===== config.mk =====
export PLATFORM = sky130hd
export DESIGN_NAME = rtu_request_frame_receiver
export DESIGN_NICKNAME = d
export VERILOG_FILES = /design/src/design/rtu_pkg.sv /design/src/design/rtu_frame_engine.sv /design/src/design/rtu_out_skid.sv /design/src/design/rtu_request_frame_receiver.sv
export VERILOG_INCLUDE_DIRS = /design/src /design/src/design
export SDC_FILE = /design/constraint.sdc
export NUM_CORES = 1
export LEC_CHECK = 0
export ABC_AREA = 1
export BUFFER_PORTS_ARGS = -buffer_cell sky130_fd_sc_hd__buf_2
export CAP_MARGIN = 0
export CORE_MARGIN = 5
export CORE_UTILIZATION = 53
export DETAILED_ROUTE_END_ITERATION = 8
export GPL_ROUTABILITY_DRIVEN = 0
export PLACE_DENSITY = 0.73
export SYNTH_ARGS = -nofsm -noshare
export SYNTH_HDL_FRONTEND = slang
export SYNTH_SLANG_ARGS = --single-unit

===== constraint.sdc =====
create_clock -name aclk -period 3.45 [get_ports aclk]
set_clock_uncertainty 0.15 [all_clocks]
set_input_delay 0.5175 -clock aclk [delete_from_list [all_inputs] [get_ports aclk]]
set_output_delay 0.5175 -clock aclk [all_outputs]
set_load 0.02 [all_outputs]

===== src/design/assert_macros.svh =====
// assertion macros shared by the receiver modules
`ifndef ASSERT_MACROS_SVH
`define ASSERT_MACROS_SVH

// expr holds at every clock edge out of reset
`define ASSERT_ALWAYS(name, clk, rstn, expr) \
    name: assert property (@(posedge clk) disable iff (!rstn) (expr)) \
        else $error("assertion failed: expr");

// ante at one edge implies cons at the next
`define ASSERT_NEXT(name, clk, rstn, ante, cons) \
    name: assert property (@(posedge clk) disable iff (!rstn) (ante) |=> (cons)) \
        else $error("assertion failed: ante |=> cons");

`endif


===== src/design/rtu_pkg.sv =====
// types, constants and crc helper for the rtu request frame receiver
package rtu_pkg;

    localparam int FRAME_LEN   = 7;
    localparam int CRC_COVERED = 5;
    localparam int POS_W       = $clog2(FRAME_LEN);

    localparam logic [15:0] CRC_INIT = 16'hFFFF;
    localparam logic [15:0] CRC_POLY = 16'hA001;

    localparam logic OP_BYTE    = 1'b0;
    localparam logic OP_TIMEOUT = 1'b1;

    localparam logic [1:0] STATUS_GOOD  = 2'd0;
    localparam logic [1:0] STATUS_BAD   = 2'd1;
    localparam logic [1:0] STATUS_ABORT = 2'd2;

    typedef logic [POS_W-1:0] pos_t;

    typedef struct packed {
        logic [1:0]  status;
        logic [7:0]  function_code;
        logic [15:0] start_address;
        logic [15:0] quantity;
    } rtu_result_t;

    // one byte of modbus crc-16, lsb first
    function automatic logic [15:0] crc_byte(input logic [15:0] acc, input logic [7:0] b);
        logic [15:0] c;
        c = acc ^ {8'h00, b};
        for (int k = 0; k < 8; k++) begin
            if (c[0]) begin
                c = (c >> 1) ^ CRC_POLY;
            end else begin
                c = c >> 1;
            end
        end
        return c;
    endfunction

endpackage


===== src/design/rtu_frame_engine.sv =====
// frame capture state, crc accumulation and result formation
module rtu_frame_engine (
    input  logic                 aclk,
    input  logic                 aresetn,
    input  logic                 cfg_wr_en,
    input  logic [7:0]           cfg_wr_data,
    input  logic                 item_accept,
    input  logic                 opcode,
    input  logic [7:0]           rx_byte,
    output logic                 res_valid,
    output rtu_pkg::rtu_result_t res_data
);
    import rtu_pkg::*;

    logic [7:0]  own_address_reg;
    logic        receiving_reg, receiving_next;
    pos_t        pos_reg, pos_next;
    logic [15:0] crc_reg, crc_next;
    logic [7:0]  frame_reg [FRAME_LEN];
    logic        frame_we;
    logic [15:0] crc_upd;
    logic        last_byte;

    assign crc_upd   = crc_byte(receiving_reg ? crc_reg : CRC_INIT, rx_byte);
    assign last_byte = (pos_reg == pos_t'(FRAME_LEN - 1));

    always_comb begin
        receiving_next = receiving_reg;
        pos_next       = pos_reg;
        crc_next       = crc_reg;
        frame_we       = 1'b0;
        res_valid      = 1'b0;
        res_data       = '0;
        if (item_accept) begin
            if (opcode == OP_TIMEOUT) begin
                if (receiving_reg) begin
                    receiving_next  = 1'b0;
                    pos_next        = '0;
                    res_valid       = 1'b1;
                    res_data.status = STATUS_ABORT;
                end
            end else if (!receiving_reg) begin
                if (rx_byte == own_address_reg) begin
                    receiving_next = 1'b1;
                    pos_next       = '0;
                    crc_next       = crc_upd;
                end
            end else begin
                frame_we = 1'b1;
                if (pos_reg < pos_t'(CRC_COVERED)) begin
                    crc_next = crc_upd;
                end
                if (last_byte) begin
                    receiving_next = 1'b0;
                    pos_next       = '0;
                    res_valid      = 1'b1;
                    // crc word arrives low byte first
                    res_data.status = (frame_reg[5] == crc_reg[7:0] && rx_byte == crc_reg[15:8])
                                      ? STATUS_GOOD : STATUS_BAD;
                    res_data.function_code = frame_reg[0];
                    res_data.start_address = {frame_reg[1], frame_reg[2]};
                    res_data.quantity      = {frame_reg[3], frame_reg[4]};
                end else begin
                    pos_next = pos_reg + pos_t'(1);
                end
            end
        end
    end

    always_ff @(posedge aclk) begin
        if (!aresetn) begin
            own_address_reg <= 8'd1;
            receiving_reg   <= 1'b0;
            pos_reg         <= '0;
            crc_reg         <= CRC_INIT;
        end else begin
            if (cfg_wr_en) begin
                own_address_reg <= cfg_wr_data;
            end
            receiving_reg <= receiving_next;
            pos_reg       <= pos_next;
            crc_reg       <= crc_next;
        end
    end

    always_ff @(posedge aclk) begin
        if (frame_we) begin
            frame_reg[pos_reg] <= rx_byte;
        end
    end

`include "assert_macros.svh"

    `ASSERT_ALWAYS(a_pos_range, aclk, aresetn, pos_reg <= pos_t'(FRAME_LEN - 1))
    `ASSERT_ALWAYS(a_idle_pos_zero, aclk, aresetn, receiving_reg || pos_reg == '0)
    `ASSERT_NEXT(a_result_ends_frame, aclk, aresetn, res_valid, !receiving_reg)

endmodule


===== src/design/rtu_out_skid.sv =====
// result register with a skid stage so input keeps flowing under output stall
module rtu_out_skid (
    input  logic                 aclk,
    input  logic                 aresetn,
    input  logic                 in_valid,
    output logic                 in_ready,
    input  rtu_pkg::rtu_result_t in_data,
    output logic                 m_valid,
    input  logic                 m_ready,
    output rtu_pkg::rtu_result_t m_data
);
    import rtu_pkg::*;

    logic        m_valid_reg, m_valid_next;
    logic        skid_valid_reg, skid_valid_next;
    rtu_result_t m_data_reg, m_data_next;
    rtu_result_t skid_data_reg, skid_data_next;
    logic        load_m;

    assign in_ready = !skid_valid_reg;
    assign m_valid  = m_valid_reg;
    assign m_data   = m_data_reg;
    assign load_m   = !m_valid_reg || m_ready;

    always_comb begin
        m_valid_next    = m_valid_reg;
        skid_valid_next = skid_valid_reg;
        m_data_next     = m_data_reg;
        skid_data_next  = skid_data_reg;
        if (load_m) begin
            if (skid_valid_reg) begin
                m_valid_next    = 1'b1;
                m_data_next     = skid_data_reg;
                skid_valid_next = 1'b0;
            end else begin
                m_valid_next = in_valid;
                m_data_next  = in_data;
            end
        end else if (in_valid) begin
            skid_valid_next = 1'b1;
            skid_data_next  = in_data;
        end
    end

    always_ff @(posedge aclk) begin
        if (!aresetn) begin
            m_valid_reg    <= 1'b0;
            skid_valid_reg <= 1'b0;
        end else begin
            m_valid_reg    <= m_valid_next;
            skid_valid_reg <= skid_valid_next;
        end
    end

    always_ff @(posedge aclk) begin
        m_data_reg    <= m_data_next;
        skid_data_reg <= skid_data_next;
    end

`include "assert_macros.svh"

    `ASSERT_ALWAYS(a_skid_behind_out, aclk, aresetn, !skid_valid_reg || m_valid_reg)
    `ASSERT_ALWAYS(a_no_word_when_full, aclk, aresetn, !(skid_valid_reg && in_valid))

endmodule


===== src/design/rtu_request_frame_receiver.sv =====
// rtu request frame receiver: top level
// the result word for the byte or timeout that ends a frame is registered, then shows on m_valid
// throughput: one word per cycle while s_ready is high; byte crc update and capture finish in the accepting cycle
// a skid stage behind the result register keeps s_ready high through one stalled result
// reset (aresetn low, synchronous): idle, crc preset to ffff, own address 1, output empty
module rtu_request_frame_receiver (
    input  logic        aclk,
    input  logic        aresetn,
    input  logic        cfg_wr_en,
    input  logic [7:0]  cfg_wr_data,
    input  logic        s_valid,
    output logic        s_ready,
    input  logic        s_opcode,
    input  logic [7:0]  s_rx_byte,
    output logic        m_valid,
    input  logic        m_ready,
    output logic [1:0]  m_status,
    output logic [7:0]  m_function_code,
    output logic [15:0] m_start_address,
    output logic [15:0] m_quantity
);
    import rtu_pkg::*;

    logic        item_accept;
    logic        res_valid;
    rtu_result_t res_data;
    rtu_result_t out_data;

    assign item_accept = s_valid && s_ready;

    rtu_frame_engine u_engine (
        .aclk        (aclk),
        .aresetn     (aresetn),
        .cfg_wr_en   (cfg_wr_en),
        .cfg_wr_data (cfg_wr_data),
        .item_accept (item_accept),
        .opcode      (s_opcode),
        .rx_byte     (s_rx_byte),
        .res_valid   (res_valid),
        .res_data    (res_data)
    );

    rtu_out_skid u_out (
        .aclk     (aclk),
        .aresetn  (aresetn),
        .in_valid (res_valid),
        .in_ready (s_ready),
        .in_data  (res_data),
        .m_valid  (m_valid),
        .m_ready  (m_ready),
        .m_data   (out_data)
    );

    assign m_status        = out_data.status;
    assign m_function_code = out_data.function_code;
    assign m_start_address = out_data.start_address;
    assign m_quantity      = out_data.quantity;

endmodule

==> impl_metrics.yaml, run 1 <==
status:
  outcome: "completed"
cts:
  numCtsBuffers: 17
  cts_hold_buf: 0
  clk_pin_slew_ns: 0.06
  cts_root_buffer: "clkbuf_16"
  cts_tree: "done"
  clkSinkCount: 162
  post_cts.repair.setup_buffers: 0
  clock_latency_ns: 0.42
  ctsResizeCount: 0
  cts-htree-levels: 4
  cts_buffer_depth: 2
floorplanning:
  start_util_pct: 53.7
  row_count: 41
  pin_count: 66
  die_h_um: 123
  die_w_um: 123
  coreArea_mm2: 0.0125
  dieArea_mm2: 0.0150
critical_path:
  crit_required_ns: 3.35
  worstPathMaxFanout: 9
  cp.arrival_ns: 2.09
  crit_type: "reg2reg"
  end_kind: "register"
  crit_path_start_kind: "register"
power_and_ir_drop:
  pwr-share-comb_pct: 2.9
  switchingPower_mw: 0.850
  power_leakage_nw: 3.33
  seq_power_share_pct: 52.8
  pwr-share-clk_pct: 44.3
  intPower_mw: 3.14
  p_sw_share_pct: 21.3
  irDropWorstVdd_v: 0.000359
  p_per_area_mw_per_mm2: 513
detailed_routing:
  wl_met2_um: 6520
  highest_layer: "met4"
  drc: 0
  num_vias: 4313
  vias_per_cell: 5.02
  first_iter_violations: 344
  wl_met3_um: 588
  ant_nets: 0
  routed_wl_um: 13000
  dr.pass1.iters: 5
  wl_per_cell_um: 15.1
  wl_met1_um: 5700
timing:
  min_period_ns: 2.18
  finalHoldViolCount: 0
  rsz0062_at_grt: "no"
  fmax_ghz: 0.458
  tns_ns: 0
  fin_crit_sh_pct: 63.3
  worstMarginPinSlew_ns: 0.786
  max_slew_margin_pct: 47.3
  final_max_slew_viol_count: 0
  setup_violations: 0
layout:
  ff_latch_area_mm2: 0.00456
  drive_gt1_share_pct: 20.6
  final_area_mm2: 0.00777
  multi_input_area_mm2: 0.00173
  diodes: 0
  utilization_pct: 62.1
  nFillCells: 1026
  fin_nets: 697
  largest_register_ffs: 48
  areaGrowthSynthToFinish_pct: 15.6
synthesis:
  synth_cell_types: 33
  syn-cell-area_mm2: 0.00672
  yosysWarnings: 0
  synth_seq_cells: 162
  avgSynthCellArea_um2: 11.1
  syn-num-nets: 626
  seq_area_frac_synth_pct: 67.9
  syn_inst: 604
worst_hold_path:
  hold_class: "in2reg"
placement:
  dpl.hpwl_um: 8630
  numPortBuffers: 65
  placed_cell_area_mm2: 0.00721
global_routing:
  grt_start_max_net_pins: 83
  grt_first_pass_wirelength_um: 20900
  grt-ovfl-total: 0
  antenna_found_initial: 0
  grt_pass1_vias: 4247
  grt_usage_pct: 18.5
job:
  drv_cap: 0
## critical path: stages, from the launching register on
cell	delay, ns
dfxtp_1	0.32
clkinv_2	0.07
nand2_4	0.06
nor2_4	0.09
inv_2	0.05
nor2_4	0.12
inv_1	0.10
nor2_1	0.14
inv_1	0.10
nor3_2	0.61
## power by group through the flow
stage,combinational (mW),sequential [mW],clock (mW)
after floorplan,0.0709,2.15,0
after global placement,0.111,2.15,0
after detailed placement,0.115,2.15,0
after CTS,0.116,2.10,1.80
after global routing,0.129,2.10,1.89
final,0.116,2.11,1.77
## worst paths after layout
path	cells after the start	startpoint	end	slack, ns
max	9	u_out.skid_valid_reg	u_engine.frame_reg[2][2]	1.27
min	3	cfg_wr_data[0]	u_engine.own_address_reg[0]	0.15
min reg2reg	2	u_engine.own_address_reg[0]	u_engine.own_address_reg[0]	0.33
max reg2reg	9	u_out.skid_valid_reg	u_engine.frame_reg[2][2]	1.27
## logic make-up after synthesis
family | after synthesis | synth area share [%]
buffers and inverters | 101 | 6.57
DFF | 162 | 67.9
AOI/OAI and AO/OA | 86 | 6.76
and+or+nand+nor | 227 | 14.8
xor gates and xnor gates | 28 | 3.93
## per-stage QoR
stage	worst slack [ns]	std cells	hold WS [ns]	power, mW
6_report	1.27	860	0.148	3.99
5_1_grt	1.12	860	0.152	4.12
4_1_cts	1.25	860	0.131	4.02
3_5_place_dp	0.865	828	0.324	2.26
3_3_place_gp	0.990	828	0.313	2.26
2_1_floorplan	0.446	604	0.298	2.22
## placed cells by master, fill, tap and decap left out, drive strengths merged
cell type / count
edfxtp: 132
nand2: 114
inv: 81
buf: 74
nor2: 72
o21ai: 64
dfxtp: 30
nand3: 21
xor2: 18
clkbuf: 17
a21oi: 16
xnor2: 10
clkinv: 10
or2: 7
nor4: 6
o211ai: 4
nor3: 4
nand4: 3
a31oi: 2
clkinvlp: 2
bufinv: 1
## final cells by class
type,instances,area share [%]
sequential,162,58.8
multi-input combinational,341,22.2
clock buffer,17,5.48
timing repair buffer,74,5.22
inverter,79,3.83
tap,172,2.77
clock inverter,15,1.74
## metal layers
layer | global-route usage (%) | vias up
met3 | 4.98 | 19
li1 | - | 2144
met4 | 6.51 | 0
met5 | 0 | -
met2 | 30.5 | 126
met1 | 23.7 | 2024
## synth_stat cells
cell type / n / share of area [%]
inv_2: 3 / 0.17
dfxtp_1: 30 / 8.9
nor3_2: 1 / 0.15
nand2_1: 102 / 5.7
nand2_2: 11 / 1.0
nor2_1: 69 / 3.9
inv_1: 75 / 4.2
xnor2_4: 1 / 0.41
clkinv_2: 1 / 0.074
nor2_4: 2 / 0.34
o21ai_0: 57 / 4.2
nor2_2: 1 / 0.093
a21oi_1: 13 / 0.97
nand2_4: 1 / 0.17
edfxtp_1: 132 / 59
o21ai_1: 7 / 0.52
clkbuf_1: 13 / 0.73
buf_12: 1 / 0.30
nor4_1: 5 / 0.47
nand3_1: 19 / 1.4
a21oi_2: 3 / 0.39
nor4_2: 1 / 0.19
or2_2: 7 / 0.65
nor3_1: 3 / 0.22
a31oi_1: 2 / 0.19
xor2_1: 18 / 2.3
buf_2: 3 / 0.22
buf_6: 4 / 0.67
buf_8: 1 / 0.22
xnor2_1: 9 / 1.2
o211ai_1: 4 / 0.45
nand4_1: 3 / 0.28
nand3_2: 2 / 0.30
No activity file was read; power rests on OpenSTA's default activity.
==> run 2: changes to the inputs <==
--- a/config.mk
+++ b/config.mk
@@ -10,10 +10,10 @@
 export BUFFER_PORTS_ARGS = -buffer_cell sky130_fd_sc_hd__buf_2
 export CAP_MARGIN = 0
 export CORE_MARGIN = 5
-export CORE_UTILIZATION = 53
+export CORE_UTILIZATION = 59
 export DETAILED_ROUTE_END_ITERATION = 8
 export GPL_ROUTABILITY_DRIVEN = 0
-export PLACE_DENSITY = 0.73
+export PLACE_DENSITY = 0.77
 export SYNTH_ARGS = -nofsm -noshare
 export SYNTH_HDL_FRONTEND = slang
 export SYNTH_SLANG_ARGS = --single-unit
==> constraint.sdc (replaced) <==
create_clock -name aclk -period 2.1 [get_ports aclk]
set_clock_uncertainty 0.15 [all_clocks]
set_input_delay 0.315 -clock aclk [delete_from_list [all_inputs] [get_ports aclk]]
set_output_delay 0.315 -clock aclk [all_outputs]
set_load 0.02 [all_outputs]
==> impl_metrics.yaml, run 2 (synthesis results as in run 1) <==
global_routing:
  antenna_found_initial: 0
  grt-ovfl-total: 0
  grt_start_max_net_pins: 61
  grt_pass1_vias: 4548
  grt_usage_pct: 21.9
  grt_first_pass_wirelength_um: 22400
floorplanning:
  pin_count: 66
  die_h_um: 117
  dieArea_mm2: 0.0136
  row_count: 39
  start_util_pct: 59.6
  coreArea_mm2: 0.0113
  die_w_um: 117
layout:
  fin_nets: 720
  nFillCells: 747
  stdcell_count: 854
  largest_register_ffs: 48
  final_common_cell: "edfxtp_1"
  drive_gt1_share_pct: 22.9
  areaGrowthSynthToFinish_pct: 19.4
  final_cell_mix: "edfxtp_1, nand2_1, inv_1, nor2_1, buf_2"
  diodes: 0
status:
  outcome: "completed"
critical_path:
  end_kind: "register"
  regToRegEndpoint: "u_out.m_data[40]"
  cp.arrival_ns: 1.93
  reg2reg_slack_ns: 0.15
  crit_path_start_kind: "register"
  reg2reg_from: "u_engine.frame_reg[5][6]"
  crit_required_ns: 2.08
  worstPathMaxFanout: 2
  crit_type: "reg2reg"
  rr_worst_depth: 6
cts:
  cts_buffer_depth: 2
  clock_latency_ns: 0.42
  cts_tree: "done"
  clkSinkCount: 162
  numCtsBuffers: 17
  cts-htree-levels: 4
  cts_root_buffer: "clkbuf_16"
  clk_pin_slew_ns: 0.06
power_and_ir_drop:
  irDropWorstVdd_v: 0.000563
  p_per_area_mw_per_mm2: 836
  total_power_mw: 6.71
  power_leakage_nw: 3.47
worst_hold_path:
  hold_start: "s_rx_byte[7]"
  min_path_cells: 1
  min_delay_worst_endpoint: "u_engine.frame_reg[1][7]"
  hold_class: "in2reg"
timing:
  min_period_ns: 1.95
  rsz0062_at_grt: "no"
  worstMarginPinSlew_ns: 0.593
  setup_violations: 0
  fin_crit_sh_pct: 93.0
  max_slew_margin_pct: 60.4
  finalHoldViolCount: 0
  fmax_ghz: 0.512
  whs_ns: 0.0454
  final_max_slew_viol_count: 0
detailed_routing:
  num_vias: 4558
  drc: 0
  routed_wl_um: 14000
  vias_per_cell: 5.34
  first_iter_violations: 319
  ant_nets: 0
  wl_per_cell_um: 16.5
  dr.pass1.iters: 5
placement:
  numPortBuffers: 65
  dpl.hpwl_um: 9110
  dp_cells: 814
job:
  drv_cap: 0
## run 2: metrics by stage
stage	utilization (%)	worst slack [ns]	TNS [ns]	instance area [um2]
2_1_floorplan	-	-0.397	-16.67	6750
3_3_place_gp	65.2	0.153	0	7350
3_5_place_dp	65.2	0.0593	0	7350
4_1_cts	71.1	0.0444	0	8010
5_1_grt	71.2	0.0432	0	8030
6_report	71.2	0.147	0	8030
## run 2: where the power goes
part	switching, mW	internal (mW)	leakage [nW]	total, mW
combinational	0.134	0.0837	1.50	0.218
sequential	0.00885	3.45	1.68	3.46
clock	1.26	1.77	0.279	3.03
## run 2: repair_timing
item	CTS	global route
resized for setup	0	5
setup endpoints to repair	0	45
setup buffers	0	0
hold buffers	8	0
hold endpoints to repair	8	0
## run 2: cell type report
class	count	area, um2	area share, %
Clock buffer	18	429	5.35
Clock inverter	14	153	1.90
Inverter	79	298	3.71
Multi-Input combinational cell	341	1750	21.9
Sequential cell	162	4570	56.9
Tap cell	143	179	2.23
Timing Repair Buffer	97	648	8.07
## run 2: how the worst max path moves through the flow
stage               slack, ns                        start                       to
finish                   0.15     u_engine.frame_reg[5][6]         u_out.m_data[40]
detailed placement       0.06                 s_rx_byte[5]      u_engine.crc_reg[2]
CTS                      0.04          u_engine.pos_reg[1]  u_out.skid_data_reg[29]
global route             0.04  u_engine.own_address_reg[5]      u_engine.crc_reg[4]
global placement         0.15                 s_rx_byte[5]      u_engine.crc_reg[2]
floorplan               -0.40                u_out.m_valid   u_out.skid_data_reg[0]
## run 2: worst max-delay path: stages, from the launching register on
cell and delay [ns]:
edfxtp_1 0.39, xor2_1 0.17, nor4_1 0.35, nand2_1 0.15
nor4_2 0.16, buf_4 0.16, o21ai_0 0.13
## run 2: routing by layer
layer / wire length [um] / global-route usage [%] / vias to the layer above
li1: - / - / 2196
met1: 5400 / 26.5 / 2143
met2: 7260 / 37.7 / 182
met3: 970 / 4.35 / 37
met4: 421 / 10.2 / 0
met5: 0 / 0 / -
==> run 3: changes to the inputs <==
--- a/config.mk
+++ b/config.mk
@@ -14,6 +14,7 @@
 export DETAILED_ROUTE_END_ITERATION = 8
 export GPL_ROUTABILITY_DRIVEN = 0
 export PLACE_DENSITY = 0.77
+export RECOVER_POWER = 100
 export SYNTH_ARGS = -nofsm -noshare
 export SYNTH_HDL_FRONTEND = slang
 export SYNTH_SLANG_ARGS = --single-unit
==> impl_metrics.yaml, run 3 (synthesis results as in run 1) <==
status:
  outcome: "completed"
global_routing:
  grt_pass1_vias: 4548
  antenna_found_initial: 0
  grt_usage_pct: 21.9
  grt_start_max_net_pins: 61
  grt-ovfl-total: 0
  grt_first_pass_wirelength_um: 22400
critical_path:
  max_stage_delay_ns: 0.40
  reg2reg_from: "u_engine.frame_reg[5][6]"
  end_kind: "register"
  crit_path_top_delay_cell: "edfxtp_1"
  worstPathMaxFanout: 2
  crit_type: "reg2reg"
  regToRegEndpoint: "u_out.m_data[40]"
  crit_chain: "xor2_1 > nor4_1 > nand2_1 > nor4_2 > clkbuf_4 > o21ai_0"
  cp.arrival_ns: 1.98
  crit_required_ns: 2.08
  reg2reg_slack_ns: 0.1
  crit_path_start_kind: "register"
  rr_worst_depth: 6
detailed_routing:
  drc: 0
  num_vias: 4541
  routed_wl_um: 14100
  wl_per_cell_um: 16.5
  dr.pass1.iters: 5
  ant_nets: 0
  vias_per_cell: 5.32
  first_iter_violations: 328
cts:
  cts_buffer_depth: 2
  cts_tree: "done"
  cts_root_buffer: "clkbuf_16"
  clkSinkCount: 162
  post_cts.repair.setup_buffers: 0
  clk_pin_slew_ns: 0.07
  cts-htree-levels: 4
  numCtsBuffers: 17
  clock_latency_ns: 0.42
power_and_ir_drop:
  irDropWorstVdd_v: 0.000568
  p_per_area_mw_per_mm2: 849
  power_leakage_nw: 3.20
  total_power_mw: 6.69
floorplanning:
  dieArea_mm2: 0.0136
  die_w_um: 117
  coreArea_mm2: 0.0113
  start_util_pct: 59.6
  row_count: 39
  pin_count: 66
  die_h_um: 117
worst_hold_path:
  min_path_cells: 4
  min_delay_worst_endpoint: "u_engine.receiving_reg"
  hold_class: "in2reg"
  hold_start: "s_valid"
layout:
  final_area_mm2: 0.00787
  diodes: 0
  final_common_cell: "edfxtp_1"
  largest_register_ffs: 48
  drive_gt1_share_pct: 13.8
  utilization_pct: 69.8
  areaGrowthSynthToFinish_pct: 17.1
  fin_nets: 720
  final_cell_mix: "edfxtp_1, nand2_1, inv_1, nor2_1, clkbuf_1"
timing:
  fmax_ghz: 0.500
  fin_crit_sh_pct: 95.3
  max_slew_margin_pct: 39.7
  final_max_slew_viol_count: 0
  worstMarginPinSlew_ns: 0.905
  rsz0062_at_grt: "no"
  tns_ns: 0
  setup_violations: 0
  finalHoldViolCount: 0
  min_period_ns: 2.00
  whs_ns: 0.0762
job:
  drv_cap: 0
placement:
  dpl.hpwl_um: 9110
  placed_cell_area_mm2: 0.00735
  numPortBuffers: 65
==> run 3: area by class of cell <==
cell class              count  area [um2]
clock buffers              18         429
fillers                   801        3400
clock inverters            14         153
flip-flops and latches    162        4570
inverters                  79         298
repair buffers             97         504
multi-input cells         341        1740
well taps                 143         179
==> run 3: timing repair <==
action / 4_1_cts / 5_1_grt
endpoints found under the setup margin: 0 / 45
endpoints found under the hold margin: 8 / 0
gates resized for setup: 0 / 5
hold buffers: 8 / 0
==> run 3: critical path, delay by kind of cell (launching register included) <==
kind / cells / cell delay [ns]
buf+inv: 1 / 0.19
simple gates: 3 / 0.68
compound gates: 1 / 0.13
xor+xnor: 1 / 0.17
flops: 1 / 0.40
==> run 3: report_power, final <==
| part | internal, mW | leakage [nW] | total, mW | switching [mW] |
|---|---|---|---|---|
| sequential | 3.45 | 1.68 | 3.46 | 0.00876 |
| clock | 1.77 | 0.279 | 3.02 | 1.25 |
| combinational | 0.0752 | 1.24 | 0.208 | 0.132 |
==> run 3: metal layers <==
| metal | wire length (um) | global-route usage [%] |
|---|---|---|
| met1 | 5480 | 26.5 |
| met2 | 7270 | 37.7 |
| met3 | 939 | 4.35 |
| met4 | 412 | 10.2 |
| met5 | 0 | 0 |
==> run 3: worst max-delay path by stage <==
stage	startpoint	endpoint	slack, ns	cells after the start
2_1_floorplan	u_out.m_valid	u_out.skid_data_reg[0]	-0.40	4
3_3_place_gp	s_rx_byte[5]	u_engine.crc_reg[2]	0.15	9
3_5_place_dp	s_rx_byte[5]	u_engine.crc_reg[2]	0.06	9
4_1_cts	u_engine.pos_reg[1]	u_out.skid_data_reg[29]	0.04	7
5_1_grt	u_out.skid_valid_reg	u_engine.frame_reg[0][5]	0.03	10
6_report	u_engine.frame_reg[5][6]	u_out.m_data[40]	0.1	6
==> run 3: metrics by stage <==
step,std cells,worst slack [ns]
3_5_place_dp,814,0.0593
4_1_cts,854,0.0444
3_3_place_gp,814,0.153
5_1_grt,854,0.0301
2_1_floorplan,604,-0.397
6_report,854,0.0997
